==> src/hw/rtl/brfd_pkg.sv <==
// Package for the byte ring FIFO with drain: field widths, command and
// status codes, register indexes and the front-to-back command struct.
// No dependencies.
package brfd_pkg;

  localparam int unsigned DepthDefault = 64;
  localparam int unsigned CapW         = 7;
  localparam int unsigned FillW        = 6;
  localparam int unsigned ByteW        = 8;
  localparam int unsigned CfgIdxW      = 2;
  localparam int unsigned LimitMax     = 64;

  localparam logic [CfgIdxW-1:0] CfgCapacity   = 2'd0;
  localparam logic [CfgIdxW-1:0] CfgDrainLimit = 2'd1;

  typedef enum logic [1:0] {
    FuncPush  = 2'd0,
    FuncPop   = 2'd1,
    FuncDrain = 2'd2,
    FuncClear = 2'd3
  } func_e;

  typedef enum logic [1:0] {
    StatusOk    = 2'd0,
    StatusFull  = 2'd1,
    StatusEmpty = 2'd2
  } status_e;

  typedef struct packed {
    func_e              func;
    logic [ByteW-1:0]   data;
  } cmd_t;

endpackage

==> src/hw/rtl/brfd_ram.sv <==
// Generic single-write, single-read RAM with a registered read port.
// No dependencies.
module brfd_ram #(
  parameter int unsigned Width = 8,
  parameter int unsigned Depth = 64
) (
  input  logic                     clk_i,
  input  logic                     we_i,
  input  logic [$clog2(Depth)-1:0] waddr_i,
  input  logic [Width-1:0]         wdata_i,
  input  logic                     re_i,
  input  logic [$clog2(Depth)-1:0] raddr_i,
  output logic [Width-1:0]         rdata_o
);

  logic [Width-1:0] mem_q [Depth];
  logic [Width-1:0] rdata_q;

  // Write and registered read; read data holds until the next read
  always_ff @(posedge clk_i) begin
    if (we_i) begin
      mem_q[waddr_i] <= wdata_i;
    end
    if (re_i) begin
      rdata_q <= mem_q[raddr_i];
    end
  end

  assign rdata_o = rdata_q;

endmodule

==> src/hw/rtl/brfd_front.sv <==
// Front end: accepts commands from the input stream and holds them in a
// two-entry queue for the back end. Depends on brfd_pkg.
module brfd_front (
  input  logic                      clk_i,
  input  logic                      rst_ni,
  input  logic                      s_valid_i,
  output logic                      s_ready_o,
  input  logic [1:0]                s_func_i,
  input  logic [brfd_pkg::ByteW-1:0] s_data_i,
  output logic                      q_valid_o,
  input  logic                      q_ready_i,
  output brfd_pkg::cmd_t            q_cmd_o
);
  import brfd_pkg::*;

  cmd_t       slot_q [2];
  logic       wr_ptr_q, wr_ptr_d;
  logic       rd_ptr_q, rd_ptr_d;
  logic [1:0] count_q, count_d;
  logic       push, pop;

  assign s_ready_o = (count_q != 2'd2);
  assign q_valid_o = (count_q != 2'd0);
  assign q_cmd_o   = slot_q[rd_ptr_q];

  assign push = s_valid_i && s_ready_o;
  assign pop  = q_valid_o && q_ready_i;

  // Advance pointers and occupancy
  always_comb begin
    wr_ptr_d = push ? ~wr_ptr_q : wr_ptr_q;
    rd_ptr_d = pop ? ~rd_ptr_q : rd_ptr_q;
    count_d  = count_q;
    if (push && !pop) begin
      count_d = count_q + 2'd1;
    end else if (pop && !push) begin
      count_d = count_q - 2'd1;
    end
  end

  always_ff @(posedge clk_i or negedge rst_ni) begin
    if (!rst_ni) begin
      wr_ptr_q <= 1'b0;
      rd_ptr_q <= 1'b0;
      count_q  <= 2'd0;
    end else begin
      wr_ptr_q <= wr_ptr_d;
      rd_ptr_q <= rd_ptr_d;
      count_q  <= count_d;
    end
  end

  // Store the classified command
  always_ff @(posedge clk_i) begin
    if (push) begin
      slot_q[wr_ptr_q].func <= func_e'(s_func_i);
      slot_q[wr_ptr_q].data <= s_data_i;
    end
  end

endmodule

==> src/hw/rtl/brfd_back.sv <==
// Back end: ring pointers, configuration registers, command sequencer and
// the output register; drives the byte store RAM. Depends on brfd_pkg, brfd_ram.
module brfd_back #(
  parameter int unsigned DEPTH = brfd_pkg::DepthDefault
) (
  input  logic                         clk_i,
  input  logic                         rst_ni,
  input  logic                         cfg_we_i,
  input  logic [brfd_pkg::CfgIdxW-1:0] cfg_index_i,
  input  logic [brfd_pkg::CapW-1:0]    cfg_data_i,
  input  logic                         q_valid_i,
  output logic                         q_ready_o,
  input  brfd_pkg::cmd_t               q_cmd_i,
  output logic                         m_valid_o,
  input  logic                         m_ready_i,
  output logic [brfd_pkg::ByteW-1:0]   m_data_o,
  output logic [1:0]                   m_status_o,
  output logic [brfd_pkg::FillW-1:0]   m_fill_o,
  output logic                         m_last_o
);
  import brfd_pkg::*;

  localparam int unsigned PW = $clog2(DEPTH);

  localparam logic [0:0] StIdle = 1'b0;
  localparam logic [0:0] StData = 1'b1;

  logic [0:0]      state_q, state_d;
  logic [PW-1:0]   rp_q, rp_d, wp_q, wp_d;
  logic [CapW-1:0] left_q, left_d;
  logic [CapW-1:0] cap_q, limit_q;
  logic [CapW-1:0] cap_eff, limit_eff, fill_now, drain_n;
  logic            empty, full, out_free;

  logic             ram_we, ram_re;
  logic [ByteW-1:0] ram_rdata;

  logic             out_valid_q;
  logic [ByteW-1:0] out_data_q, ld_data;
  status_e          out_status_q, ld_status;
  logic [FillW-1:0] out_fill_q, ld_fill;
  logic             out_last_q, ld_last, ld;

  function automatic logic [PW-1:0] adv(input logic [PW-1:0] p, input logic [CapW-1:0] cap);
    logic [CapW-1:0] n;
    n = CapW'(p) + CapW'(1);
    return (n >= cap) ? '0 : n[PW-1:0];
  endfunction

  // Clamp registers to their working ranges
  assign cap_eff   = (cap_q < CapW'(2)) ? CapW'(2) :
                     (cap_q > CapW'(DEPTH)) ? CapW'(DEPTH) : cap_q;
  assign limit_eff = (limit_q == '0) ? CapW'(1) :
                     (limit_q > CapW'(LimitMax)) ? CapW'(LimitMax) : limit_q;

  // Occupancy of the ring
  assign fill_now = (wp_q >= rp_q) ? (CapW'(wp_q) - CapW'(rp_q))
                                   : (cap_eff - CapW'(rp_q) + CapW'(wp_q));
  assign empty    = (rp_q == wp_q);
  assign full     = (adv(wp_q, cap_eff) == rp_q);
  assign drain_n  = (fill_now > limit_eff) ? limit_eff : fill_now;
  assign out_free = !out_valid_q || m_ready_i;

  // Sequence one command at a time; reads stream out one byte per cycle while the output is free
  always_comb begin
    state_d   = state_q;
    rp_d      = rp_q;
    wp_d      = wp_q;
    left_d    = left_q;
    ram_we    = 1'b0;
    ram_re    = 1'b0;
    q_ready_o = 1'b0;
    ld        = 1'b0;
    ld_data   = '0;
    ld_status = StatusOk;
    ld_fill   = FillW'(fill_now);
    ld_last   = 1'b1;
    case (state_q)
      StIdle: begin
        q_ready_o = out_free;
        if (q_valid_i && out_free) begin
          case (q_cmd_i.func)
            FuncPush: begin
              ld = 1'b1;
              if (full) begin
                ld_status = StatusFull;
              end else begin
                ram_we  = 1'b1;
                wp_d    = adv(wp_q, cap_eff);
                ld_fill = FillW'(fill_now + CapW'(1));
              end
            end
            FuncPop, FuncDrain: begin
              if (empty) begin
                ld        = 1'b1;
                ld_status = StatusEmpty;
                ld_fill   = '0;
              end else begin
                ram_re  = 1'b1;
                rp_d    = adv(rp_q, cap_eff);
                left_d  = (q_cmd_i.func == FuncPop) ? CapW'(1) : drain_n;
                state_d = StData;
              end
            end
            FuncClear: begin
              rp_d    = '0;
              wp_d    = '0;
              ld      = 1'b1;
              ld_fill = '0;
            end
            default: begin
              ld = 1'b0;
            end
          endcase
        end
      end
      StData: begin
        if (out_free) begin
          ld      = 1'b1;
          ld_data = ram_rdata;
          ld_last = (left_q == CapW'(1));
          if (left_q == CapW'(1)) begin
            state_d = StIdle;
          end else begin
            left_d = left_q - CapW'(1);
            ram_re = 1'b1;
            rp_d   = adv(rp_q, cap_eff);
          end
        end
      end
      default: begin
        state_d = StIdle;
      end
    endcase
    // A capacity write empties the ring
    if (cfg_we_i && cfg_index_i == CfgCapacity) begin
      rp_d = '0;
      wp_d = '0;
    end
  end

  always_ff @(posedge clk_i or negedge rst_ni) begin
    if (!rst_ni) begin
      state_q     <= StIdle;
      rp_q        <= '0;
      wp_q        <= '0;
      left_q      <= '0;
      cap_q       <= CapW'(64);
      limit_q     <= CapW'(LimitMax);
      out_valid_q <= 1'b0;
    end else begin
      state_q <= state_d;
      rp_q    <= rp_d;
      wp_q    <= wp_d;
      left_q  <= left_d;
      if (cfg_we_i && cfg_index_i == CfgCapacity) begin
        cap_q <= cfg_data_i;
      end
      if (cfg_we_i && cfg_index_i == CfgDrainLimit) begin
        limit_q <= cfg_data_i;
      end
      if (ld) begin
        out_valid_q <= 1'b1;
      end else if (m_ready_i) begin
        out_valid_q <= 1'b0;
      end
    end
  end

  // Hold the result payload until taken
  always_ff @(posedge clk_i) begin
    if (ld) begin
      out_data_q   <= ld_data;
      out_status_q <= ld_status;
      out_fill_q   <= ld_fill;
      out_last_q   <= ld_last;
    end
  end

  brfd_ram #(
    .Width (ByteW),
    .Depth (DEPTH)
  ) u_store (
    .clk_i   (clk_i),
    .we_i    (ram_we),
    .waddr_i (wp_q),
    .wdata_i (q_cmd_i.data),
    .re_i    (ram_re),
    .raddr_i (rp_q),
    .rdata_o (ram_rdata)
  );

  assign m_valid_o  = out_valid_q;
  assign m_data_o   = out_data_q;
  assign m_status_o = out_status_q;
  assign m_fill_o   = out_fill_q;
  assign m_last_o   = out_last_q;

endmodule

==> src/hw/rtl/byte_ring_fifo_with_drain.sv <==
// Top level of the byte ring FIFO with drain: command front end, back end
// and checks. Depends on brfd_pkg, brfd_front, brfd_back, brfd_ram.
//
// Usage: each transfer on the slave stream is one command, carried in
// tuser (0 push, 1 pop, 2 drain, 3 clear) with the push byte in tdata.
// Every command yields one result on the master stream, except a drain of
// a non-empty ring, which yields one result per byte, up to the drain limit,
// oldest first; tlast marks the final result of each command. Result tdata
// carries the byte and the fill level, tuser the status (ok, full, empty).
// The config channel writes the ring capacity (index 0, also empties the
// ring) and the drain limit (index 1); write only while the block is idle.
// Flow: a command enters a two-entry queue and is executed from there;
// push, clear and empty results pass through the queue and the output
// register, pop and drain bytes also through the registered read of the
// byte store. Throughput is one command per cycle for push and clear, and
// one result per cycle during a drain, while the receiver is ready; a pop
// or drain of a non-empty ring holds the sequencer, which takes no new
// command until its last byte is loaded; a store read comes first.
// Reset empties the ring and loads capacity 64 and drain limit 64; no
// clearing pass is needed. A receiver stall holds the result register and
// backs up through the command queue to the slave tready.
module byte_ring_fifo_with_drain #(
  parameter int unsigned DEPTH = brfd_pkg::DepthDefault
) (
  input  logic                         clk_i,
  input  logic                         rst_ni,
  // config write channel
  input  logic                         cfg_valid_i,
  output logic                         cfg_ready_o,
  input  logic [brfd_pkg::CfgIdxW-1:0] cfg_index_i,
  input  logic [brfd_pkg::CapW-1:0]    cfg_data_i,
  // command stream
  input  logic                         s_axis_tvalid_i,
  output logic                         s_axis_tready_o,
  input  logic [7:0]                   s_axis_tdata_i,  // [7:0] data_in
  input  logic [1:0]                   s_axis_tuser_i,  // [1:0] func
  // result stream
  output logic                         m_axis_tvalid_o,
  input  logic                         m_axis_tready_i,
  output logic [15:0]                  m_axis_tdata_o,  // [7:0] data_out, [13:8] fill_level
  output logic [1:0]                   m_axis_tuser_o,  // [1:0] status
  output logic                         m_axis_tlast_o
);
  import brfd_pkg::*;

  logic                 q_valid, q_ready;
  cmd_t                 q_cmd;
  logic [ByteW-1:0]     m_data;
  logic [FillW-1:0]     m_fill;

  assign cfg_ready_o = 1'b1;

  brfd_front u_front (
    .clk_i     (clk_i),
    .rst_ni    (rst_ni),
    .s_valid_i (s_axis_tvalid_i),
    .s_ready_o (s_axis_tready_o),
    .s_func_i  (s_axis_tuser_i),
    .s_data_i  (s_axis_tdata_i),
    .q_valid_o (q_valid),
    .q_ready_i (q_ready),
    .q_cmd_o   (q_cmd)
  );

  brfd_back #(
    .DEPTH (DEPTH)
  ) u_back (
    .clk_i       (clk_i),
    .rst_ni      (rst_ni),
    .cfg_we_i    (cfg_valid_i && cfg_ready_o),
    .cfg_index_i (cfg_index_i),
    .cfg_data_i  (cfg_data_i),
    .q_valid_i   (q_valid),
    .q_ready_o   (q_ready),
    .q_cmd_i     (q_cmd),
    .m_valid_o   (m_axis_tvalid_o),
    .m_ready_i   (m_axis_tready_i),
    .m_data_o    (m_data),
    .m_status_o  (m_axis_tuser_o),
    .m_fill_o    (m_fill),
    .m_last_o    (m_axis_tlast_o)
  );

  assign m_axis_tdata_o = {2'b00, m_fill, m_data};

  // A refused push is always a single, final result
  assert property (@(posedge clk_i) disable iff (!rst_ni)
    (m_axis_tvalid_o && m_axis_tuser_o == StatusFull) |-> m_axis_tlast_o)
    else $error("full status without tlast");

  // An empty result carries no byte and reports an empty ring
  assert property (@(posedge clk_i) disable iff (!rst_ni)
    (m_axis_tvalid_o && m_axis_tuser_o == StatusEmpty) |->
      (m_axis_tlast_o && m_axis_tdata_o == 16'd0))
    else $error("empty status with data or fill");

  // A byte is only returned with an ok status
  assert property (@(posedge clk_i) disable iff (!rst_ni)
    (m_axis_tvalid_o && m_axis_tdata_o[7:0] != 8'd0) |-> (m_axis_tuser_o == StatusOk))
    else $error("data returned with error status");

endmodule
==> config.mk <==
export PLATFORM = sky130hd
export DESIGN_NAME = byte_ring_fifo_with_drain
export DESIGN_NICKNAME = d
export VERILOG_FILES = /design/src/hw/rtl/brfd_pkg.sv /design/src/hw/rtl/brfd_ram.sv /design/src/hw/rtl/brfd_front.sv /design/src/hw/rtl/brfd_back.sv /design/src/hw/rtl/byte_ring_fifo_with_drain.sv
export SDC_FILE = /design/constraint.sdc
export NUM_CORES = 1
export LEC_CHECK = 0
export ABC_AREA = 1
export BUFFER_PORTS_ARGS = -buffer_cell sky130_fd_sc_hd__buf_2
export CAP_MARGIN = 20
export CORE_AREA = 2 2 256 258
export CTS_BUF_LIST = sky130_fd_sc_hd__clkbuf_4 sky130_fd_sc_hd__clkbuf_8 sky130_fd_sc_hd__clkbuf_16
export DETAILED_ROUTE_END_ITERATION = 16
export DIE_AREA = 0 0 258 260
export GPL_ROUTABILITY_DRIVEN = 1
export GPL_TIMING_DRIVEN = 0
export HOLD_SLACK_MARGIN = 0.08
export MAX_ROUTING_LAYER = met4
export SLEW_MARGIN = 20
export SYNTH_ARGS = -nofsm -noshare
export SYNTH_HDL_FRONTEND = slang
export SYNTH_SLANG_ARGS = --single-unit
==> constraint.sdc <==
create_clock -name clk_i -period 5.6 [get_ports clk_i]
set_input_delay 0.56 -clock clk_i [delete_from_list [all_inputs] [get_ports clk_i]]
set_output_delay 0.56 -clock clk_i [all_outputs]
set_load 0.01 [all_outputs]
==> results of run 1 <==
-- metal layers --
layer  part of all wire [%]  track usage, %  vias up
li1                       -               -     7832
met1                     39           32.11     8950
met2                     45           38.78     1052
met3                     11           6.676      239
met4                    5.6           12.85        0
met5                      0               -        -
-- worst paths after layout --
kind                                     from                    to  slack [ps]  cells past startpoint
max                            u_back.rp_q[1]      u_back.left_q[0]         260                     25
min                         s_axis_tdata_i[4]  u_front.slot_q[0][4]         100                      1
max reg2reg                    u_back.rp_q[1]      u_back.left_q[0]         260                     25
min reg2reg                u_front.count_q[0]    u_front.count_q[0]         470                      1
max in group asynchronous              rst_ni     u_back.limit_q[3]        4430                      2
min in group asynchronous              rst_ni      u_back.left_q[4]         590                      2
-- state kept, by name, indices dropped and copies added, names as in the netlist --
register                cells
u_back.m_data_o             8
u_front.count_q             2
u_back.cap_q                7
u_front.wr_ptr_q            1
u_back.rp_q                 6
u_front.slot_q             20
u_back.m_last_o             1
u_back.state_q              1
u_back.wp_q                 6
u_back.m_valid_o            1
u_front.rd_ptr_q            1
u_back.left_q               7
u_back.limit_q              7
u_back.u_store.mem_q      512
u_back.u_store.rdata_o      8
u_back.m_status_o           2
u_back.m_fill_o             6
-- cell type report --
cell class | count | area (um^2) | area share (%)
sequential | 596 | 17700 | 60.92
multi-input combinational | 1230 | 7032 | 24.19
clock buffer | 71 | 1584 | 5.450
tap | 855 | 1070 | 3.681
buffer | 117 | 479.2 | 1.649
clock inverter | 37 | 456.7 | 1.571
inverter | 114 | 431.7 | 1.485
timing repair buffer | 49 | 295.3 | 1.016
antenna | 4 | 10.01 | 0.03444
-- per-stage QoR --
stage | setup slack (ps) | utilization (%) | cell area (um^2)
global placement | 154.5 | 41.94 | 26890
global route | 40.79 | 45.33 | 29060
finish | 259.6 | 45.33 | 29060
floorplan | 1533 | - | 25610
detailed placement | 56.04 | 42.08 | 26980
CTS | 12.52 | 45.31 | 29050
-- cells in the mapped netlist, types with 5 or more instances --
library cell,number,share of area (%)
o21ai_0,231,4.5
o22ai_1,66,1.6
buf_1,8,0.12
mux2i_1,64,2.5
nor2_1,318,4.7
ha_1,44,2.2
fa_1,7,0.55
dfrtp_1,37,3.6
clkbuf_1,93,1.4
inv_1,109,1.6
xor2_1,9,0.31
o221ai_1,64,2.2
a21oi_1,25,0.49
nand2_1,178,2.6
buf_2,11,0.22
buf_4,6,0.18
nand4_1,23,0.56
nand3_1,84,1.6
edfxtp_1,557,65
o211ai_1,70,2.1
mux2_2,9,0.40
xnor2_1,5,0.17
-- cell families after synthesis --
| kind of cell | count (synthesis) | share of synthesized area (%) |
|---|---|---|
| muxes | 73 | 2.898 |
| xor gates and xnor gates | 14 | 0.4789 |
| adders and majority gates | 51 | 2.698 |
| AOI/OAI and AO/OA | 470 | 11.27 |
| DFF | 596 | 69.15 |
| other | 2 | 0.02933 |
| and+or+nand+nor | 619 | 9.935 |
| buffers and inverters | 232 | 3.543 |
-- where the power goes --
part	total, W	switching [W]	internal (W)	leakage (nW)
Sequential	0.00578	0.000124	0.00565	5.52
Combinational	0.00604	0.00453	0.00151	3.55
Clock	0.00415	0.00175	0.00240	0.993
Total	0.0160	0.00641	0.00956	10.1
-- what timing repair did --
action | in CTS | in global routing
endpoints found under the hold margin | 36 | 0
hold buffers | 3 | 0
setup buffers | 0 | 0
endpoints found under the setup margin | 0 | 6
resized for setup | 0 | 6
==> results.ini, run 1 <==
[worst_setup_path]
cp-start-kind=flip-flop
path_buf_inv=7
cp-end-kind=flip-flop
cpMaxStageDelayCell=clkbuf_1
cp.required_ps=6120
critPathTopFamily=buffers and inverters
critical_path_arrival_ps=5860
critPathKind=reg2reg
cp_max_fo=12
crit_path_max_incr_delay_ps=780
worst_path_most_repeated_cell=nand2_1

[routing]
wl_per_cell_um=27.36
wirelength_um=84080
drt_iter0_drc=2407
via_per_inst=5.881
final_antenna_net_count=0
vias=18070
remaining_drc_errors=0
dr.pass1.iters=6

[timing]
fmax_ghz=0.1873
worst_pin_slew_ps=1156
period_needed_ps=5340
tns_ps=0
finalSetupViolCount=0
skew_ps=31.04
finalMaxSlewViolations=0
timing.hold.ws_ps=100.8
grt_setup_unrepaired=no
maxSlewHeadroom_pct=22.92
final.period_utilization_pct=95.36
hold_viol=0

[yosys]
synth-seq-cells=596
yosys_warnings=0
syn_avg_cell_area_um2=12.45
syn_inst=2057
yosysUniqueCellTypes=42
ys_seq_area_share_pct=69.15
synth_edf_count=557
synth_area_um2=25600
synthFlopType=edfxtp_1
synth_async_sr_flop_share_pct=6.544

[power_and_ir_drop]
peakVddDrop_v=0.0002964
power_w=0.01596
p_leak_nw=10.07
powerDensity_nw_per_um2=549.2

[layout]
finalNetCount=2243
syn2layout_area_growth_pct=13.51
layout_common_cells=557 x edfxtp_1, 318 x nor2_1, 231 x o21ai_0, 178 x nand2_1, 109 x inv_1
num-fill-cells=5729
final_common_cell=edfxtp_1
final-instance-count-excl-fill=3073
drive_above_1_share_pct=8.446

[global_route]
grt_pass1_wl_um=119700
grt_pass1_vias=17160
grt.total_usage_pct=25.69
grt_max_degree=65
antenna_found_initial=4
overflow=0

[floorplanning]
die_width_um=258
start_util_pct=39.93
io_pins=46
dieArea_um2=67080
core_um2=64120
rows=93
die_y_um=260

[placement]
placed_cells=2959
hpwl_um=56810
place.gp.congestion=0.9628
portBuffers=42

[clocking]
cts_tree=yes
clock_sinks=596
cts-root-buf=clkbuf_16
clock_latency_ps=670
clock_path_buffers=3
htree_levels=2
clk_pin_slew_ps=60
cts_made_buffers=60

[worst_hold_path]
hp-class=in2reg

[outcome]
status=complete, no violations

[flow_run]
maxCapViolCount=0

No activity file was read; power rests on OpenSTA's default activity.
==> run 2: changes to the inputs <==
--- a/config.mk
+++ b/config.mk
@@ -9,7 +9,7 @@
 export BUFFER_PORTS_ARGS = -buffer_cell sky130_fd_sc_hd__buf_2
 export CAP_MARGIN = 20
 export CORE_AREA = 2 2 256 258
-export CTS_BUF_LIST = sky130_fd_sc_hd__clkbuf_4 sky130_fd_sc_hd__clkbuf_8 sky130_fd_sc_hd__clkbuf_16
+export CTS_BUF_LIST = sky130_fd_sc_hd__clkbuf_8
 export DETAILED_ROUTE_END_ITERATION = 16
 export DIE_AREA = 0 0 258 260
 export GPL_ROUTABILITY_DRIVEN = 1
==> run 2 against run 1 <==
Against the previous run: core utilization fell by 0.17 points; design area fell by 0.38%; setup slack improved by 46 ps; maximum frequency rose by 0.87%; via count up 1.2%.
==> results.ini, run 2 (synthesized netlist as in run 1, its figures left out) <==
[routing]
via_per_inst=5.813  ; was 5.881
remaining_drc_errors=0  ; unchanged
wirelength_um=84720  ; was 84080 um
drt_iter0_drc=2370  ; was 2407
wl_per_cell_um=26.91  ; was 27.36 um
final_antenna_net_count=0  ; unchanged
vias=18300  ; was 18070
dr.pass1.iters=7  ; was 6

[layout]
drive_above_1_share_pct=9.385  ; was 8.446%
final-instance-count-excl-fill=3148  ; was 3073
layout_common_cells=557 x edfxtp_1, 318 x nor2_1, 231 x o21ai_0, 178 x nand2_1, 140 x inv_1  ; was 557 x edfxtp_1, 318 x nor2_1, 231 x o21ai_0, 178 x nand2_1, 109 x inv_1
top_register=u_back.u_store.mem_q  ; unchanged
reg_top3=u_back.u_store.mem_q: 512 flops, u_front.slot_q: 20 flops  ; unchanged
num-fill-cells=5797  ; was 5729
final_common_cell=edfxtp_1  ; unchanged
finalNetCount=2287  ; was 2243
syn2layout_area_growth_pct=13.08  ; was 13.51%
largest_reg_flops=512  ; unchanged
stdcell_area_um2=28950  ; was 29060 um^2

[placement]
placed_cell_area_um2=26980  ; unchanged
hpwl_um=56810  ; unchanged
placed_cells=2959  ; unchanged
portBuffers=42  ; unchanged
pre_cts_slack_ps=56.04  ; unchanged
place.gp.congestion=0.9628  ; unchanged

[timing]
hold_viol=0  ; unchanged
grt_setup_unrepaired=no  ; unchanged
period_needed_ps=5295  ; was 5340 ps
setup_ws_ps=305.4  ; was 259.6 ps
fmax_ghz=0.1889  ; was 0.1873 GHz
tns_ps=0  ; unchanged
final.period_utilization_pct=94.55  ; was 95.36%
worst_pin_slew_ps=1142  ; was 1156 ps
maxSlewHeadroom_pct=23.87  ; was 22.92%
finalSetupViolCount=0  ; unchanged
timing.hold.ws_ps=116.5  ; was 100.8 ps
skew_ps=42.74  ; was 31.04 ps
finalMaxSlewViolations=0  ; unchanged

[worst_setup_path]
critical_path_arrival_ps=5870  ; was 5860 ps
cp-end-kind=flip-flop  ; unchanged
cp.required_ps=6170  ; was 6120 ps
critPathKind=reg2reg  ; unchanged
cp-start-kind=flip-flop  ; unchanged
cp_max_fo=12  ; unchanged

[floorplanning]
die_y_um=260  ; unchanged
die_width_um=258  ; unchanged
io_pins=46  ; unchanged
dieArea_um2=67080  ; unchanged
core_um2=64120  ; unchanged
start_util_pct=39.93  ; unchanged
rows=93  ; unchanged

[clocking]
cts_made_buffers=94  ; was 60
htree_levels=3  ; was 2
clock_path_buffers=3  ; unchanged
cts_tree=yes  ; unchanged
cts_setup_buffers=0  ; unchanged
cts-root-buf=clkbuf_8  ; was clkbuf_16
clock_latency_ps=750  ; was 670 ps
clock_sinks=596  ; unchanged
clk_pin_slew_ps=60  ; about the same

[outcome]
status=complete, no violations  ; unchanged

[power_and_ir_drop]
powerDensity_nw_per_um2=534.3  ; was 549.2 nW/um^2
p_leak_nw=10.17  ; was 10.07 nW
p_clk_share_pct=23.5  ; was 26.0%
peakVddDrop_v=0.0002591  ; was 0.0002964 V
power_frac_comb_pct=39.2  ; was 37.8%
p_int_w=0.009035  ; was 0.009555 W
power.switching_w=0.006434  ; was 0.006406 W
p_sw_share_pct=41.59  ; was 40.14%
power_frac_seq_pct=37.3  ; was 36.2%

[global_route]
grt_max_degree=65  ; unchanged
antenna_found_initial=2  ; was 4
grt_pass1_wl_um=120800  ; was 119700 um
overflow=0  ; unchanged
grt.total_usage_pct=26.01  ; was 25.69%
grt_pass1_vias=17490  ; was 17160

[worst_hold_path]
hp-class=in2reg  ; unchanged

[flow_run]
maxCapViolCount=0  ; unchanged

## run 2: power by group through the flow
stage               clock network [W]  logic, W  registers (W)
finish                        0.00363   0.00606        0.00578
global route                  0.00384   0.00645        0.00580
CTS                           0.00366   0.00588        0.00576
detailed placement                  0   0.00586        0.00585
global placement                    0   0.00568        0.00587
floorplan                           0   0.00335        0.00586
## run 2: per-stage QoR
stage                     power, W  utilization (%)
after floorplan           0.009207                -
after global placement     0.01155            41.94
final                      0.01547            45.16
after CTS                  0.01531            45.14
after global routing       0.01609            45.16
after detailed placement   0.01172            42.08
## run 2: layout make-up
class                      instances  area, um^2  area share [%]
buffer                           117       479.2           1.655
clock inverter                    73       430.4           1.487
tap                              855        1070           3.695
timing repair buffer              59       395.4           1.366
antenna                            2       5.005         0.01729
clock buffer                     102        1404           4.849
sequential                       596       17700           61.15
multi-input combinational       1230        7032           24.29
inverter                         114       431.7           1.491
## run 2: path summary, 6_finish.rpt
path,start,end,slack [ps],cells past startpoint
worst min-delay path,cfg_data_i[2],u_back.cap_q[2],120,3
max in group asynchronous,rst_ni,u_back.wp_q[1],4490,2
worst max-delay path,u_back.rp_q[1],u_back.left_q[0],310,25
worst min register to register,u_front.count_q[0],u_front.count_q[0],470,1
min in group asynchronous,rst_ni,u_back.cap_q[4],520,2
worst max register to register,u_back.rp_q[1],u_back.left_q[0],310,25
## run 2: routing by layer
metal	up-vias	routed length, um	part of all wire [%]	track usage (%)
met5	-	0	0	-
met4	0	4537	5.4	14.19
met3	262	9324	11	6.813
met2	1134	37900	45	38.85
met1	8975	32950	39	32.36
li1	7927	-	-	-
## run 2: what timing repair did
item                                    4_1_cts  5_1_grt
hold endpoints to repair                     60        0
gates resized for setup                       0        5
hold buffers                                 13        0
endpoints found under the setup margin        0        6
## run 2: critical path, stage by stage, from the launching register on
cell	delay (ps)
dfrtp_1	490
inv_1	140
clkbuf_1	420
clkbuf_2	480
fa_1	650
inv_1	60
fa_1	420
nand3b_1	170
nand2_1	100
a21oi_1	70
o21bai_1	150
xor2_1	190
nand2_1	70
nand2_1	100
inv_1	60
ha_1	300
nand2_1	80
nor2_1	150
nand2_1	70
nand2_1	100
nand2_1	70
inv_1	70
clkbuf_1	330
o211ai_1	180
o211ai_1	110
o21ai_0	110
==> run 3: changes to the inputs <==
--- a/config.mk
+++ b/config.mk
@@ -9,7 +9,6 @@
 export BUFFER_PORTS_ARGS = -buffer_cell sky130_fd_sc_hd__buf_2
 export CAP_MARGIN = 20
 export CORE_AREA = 2 2 256 258
-export CTS_BUF_LIST = sky130_fd_sc_hd__clkbuf_8
 export DETAILED_ROUTE_END_ITERATION = 16
 export DIE_AREA = 0 0 258 260
 export GPL_ROUTABILITY_DRIVEN = 1
==> run 3 against run 2 <==
Against the previous run: final cell count fell by 2.3%; register-to-register slack barely moved; design area grew 0.31%; setup slack worse by 11 ps; via count fell by 1.4%; non-clock buffer count fell by 8; highest routed layer unchanged; die area did not move; flip-flop and latch count unchanged; hold slack got worse by 16 ps; total power grew 2.7%; first-iteration DRC count down 5.7%; clock skew decreased by 9.2 ps.
==> results.ini, run 3 (synthesized netlist as in run 1, its figures left out) <==
[outcome]
status=complete, no violations  ; unchanged

[clocking]
clock_sinks=596  ; unchanged
cts_tree=yes  ; unchanged
cts_made_buffers=60  ; was 94
htree_levels=2  ; was 3
cts-root-buf=clkbuf_16  ; was clkbuf_8
clk_pin_slew_ps=60  ; about the same
clock_latency_ps=670  ; was 750 ps
clock_path_buffers=3  ; unchanged

[placement]
place.gp.congestion=0.9628  ; unchanged
portBuffers=42  ; unchanged
hpwl_um=56810  ; unchanged

[global_route]
overflow=0  ; unchanged
grt.total_usage_pct=25.70  ; was 26.01%
antenna_found_initial=3  ; was 2
grt_pass1_wl_um=119800  ; was 120800 um
grt_max_degree=65  ; unchanged
grt_pass1_vias=17210  ; was 17490

[routing]
final_antenna_net_count=0  ; unchanged
vias=18030  ; was 18300
remaining_drc_errors=0  ; unchanged
drt_iter0_drc=2235  ; was 2370
dr.pass1.iters=8  ; was 7
via_per_inst=5.864  ; was 5.813
wl_per_cell_um=27.28  ; was 26.91 um
wirelength_um=83900  ; was 84720 um

[worst_setup_path]
cp.required_ps=6120  ; was 6170 ps
cp_max_fo=12  ; unchanged
reg2reg_depth=25  ; unchanged
critPathKind=reg2reg  ; unchanged
cp-end-kind=flip-flop  ; unchanged
critical_path_arrival_ps=5830  ; was 5870 ps
r2r-start=u_back.rp_q[1]  ; unchanged
cp-start-kind=flip-flop  ; unchanged
critPathLaunch=u_back.rp_q[1]  ; unchanged

[floorplanning]
rows=93  ; unchanged
io_pins=46  ; unchanged
die_y_um=260  ; unchanged
die_width_um=258  ; unchanged
dieArea_um2=67080  ; unchanged
start_util_pct=39.93  ; unchanged
core_um2=64120  ; unchanged

[timing]
hold_viol=0  ; unchanged
tns_ps=0  ; unchanged
grt_setup_unrepaired=no  ; unchanged
final.period_utilization_pct=94.74  ; was 94.55%
period_needed_ps=5305  ; was 5295 ps
finalMaxSlewViolations=0  ; unchanged
skew_ps=33.55  ; was 42.74 ps
fmax_ghz=0.1885  ; was 0.1889 GHz
worst_pin_slew_ps=1210  ; was 1142 ps
finalSetupViolCount=0  ; unchanged
maxSlewHeadroom_pct=19.31  ; was 23.87%

[layout]
syn2layout_area_growth_pct=13.43  ; was 13.08%
num-fill-cells=5730  ; was 5797
finalNetCount=2245  ; was 2287
fin_util_pct=45.30  ; was 45.16%
drive_above_1_share_pct=7.942  ; was 9.385%
largest_reg_flops=512  ; unchanged
top_register=u_back.u_store.mem_q  ; unchanged
layout_common_cells=557 x edfxtp_1, 318 x nor2_1, 231 x o21ai_0, 178 x nand2_1, 109 x inv_1  ; was 557 x edfxtp_1, 318 x nor2_1, 231 x o21ai_0, 178 x nand2_1, 140 x inv_1
final_common_cell=edfxtp_1  ; unchanged
reg_top3=u_back.u_store.mem_q: 512 flops, u_front.slot_q: 20 flops  ; unchanged

[power_and_ir_drop]
peakVddDrop_v=0.0002970  ; was 0.0002591 V
p_leak_nw=10.04  ; was 10.17 nW
powerDensity_nw_per_um2=547.3  ; was 534.3 nW/um^2

[worst_hold_path]
hp-class=in2reg  ; unchanged
worstHoldPathCells=1  ; was 3
min-delay-start=s_axis_tdata_i[6]  ; was cfg_data_i[2]

[flow_run]
maxCapViolCount=0  ; unchanged

## run 3: changes by cell type in the layout (fill, tap and decap cells not counted), moves of 2 or more
cell | previous run | this run
clkinv_2 | 12 | 6
clkinv_16 | 0 | 2
inv_1 | 140 | 109
clkbuf_1 | 91 | 102
clkbuf_16 | 0 | 60
diode_2 | 2 | 4
clkbuf_8 | 102 | 0
bufinv_16 | 4 | 8
dlygate4sd3_1 | 13 | 5
clkinv_4 | 0 | 2
clkinv_1 | 22 | 14
## run 3: timing repair
item | CTS | global route
hold endpoints to repair | 40 | 0
resized for setup | 0 | 6
hold buffers | 5 | 0
setup buffers | 0 | 0
setup endpoints to repair | 0 | 6
## run 3: metal layers
layer  track usage (%)  vias up  wire length, um
met5                 -        -                0
met4             12.94        0             4997
met3             6.871      257             9092
met2             38.85     1049            37220
met1             31.93     8895            32590
li1                  -     7832                -
## run 3: power breakdown
part | total (W) | internal, W | switching (W)
Sequential | 0.00578 | 0.00565 | 0.000123
Combinational | 0.00603 | 0.00151 | 0.00452
Clock | 0.00409 | 0.00234 | 0.00175
Total | 0.0159 | 0.00950 | 0.00639
## run 3: cell type report
| class | count | area [um^2] | share of cell area, % |
|---|---|---|---|
| antenna | 4 | 10.01 | 0.03447 |
| inverter | 114 | 431.7 | 1.486 |
| tap | 855 | 1070 | 3.684 |
| sequential | 596 | 17700 | 60.96 |
| buffer | 117 | 479.2 | 1.650 |
| multi-input combinational | 1230 | 7032 | 24.21 |
| clock inverter | 37 | 456.7 | 1.573 |
| timing repair buffer | 51 | 315.3 | 1.086 |
| clock buffer | 71 | 1543 | 5.312 |
## run 3: critical path, stage by stage (launching register included)
cell	delay, ps
dfrtp_1	470
inv_1	170
clkbuf_1	740
buf_2	550
fa_1	280
inv_1	60
fa_1	420
nand3b_1	170
nand2_1	100
a21oi_1	70
o21bai_1	150
xor2_1	190
nand2_1	70
nand2_1	90
inv_1	60
ha_1	300
nand2_1	80
nor2_1	150
nand2_1	70
nand2_1	100
nand2_1	70
inv_1	70
clkbuf_1	320
o211ai_1	180
o211ai_1	110
o21ai_0	110
## run 3: stage by stage
stage	power, W	instance area (um^2)	hold WS (ps)	worst slack (ps)	instances
3_3_place_gp	0.01155	26890	459.9	154.5	2955
2_1_floorplan	0.009207	25610	264.4	1533	2058
5_1_grt	0.01653	29040	86.95	49.46	3075
6_report	0.01589	29040	100.3	294.8	3075
4_1_cts	0.01577	29030	80.40	12.60	3072
3_5_place_dp	0.01172	26980	464.6	56.04	2959
## run 3: path summary, 6_finish.rpt
| path | end | slack, ps |
|---|---|---|
| setup / recovery | u_back.left_q[0] | 290 |
| hold / removal | u_front.slot_q[1][6] | 100 |
| setup reg to reg | u_back.left_q[0] | 290 |
| hold reg to reg | u_front.count_q[0] | 470 |
| max in group asynchronous | u_back.limit_q[3] | 4420 |
| min in group asynchronous | u_back.left_q[4] | 580 |
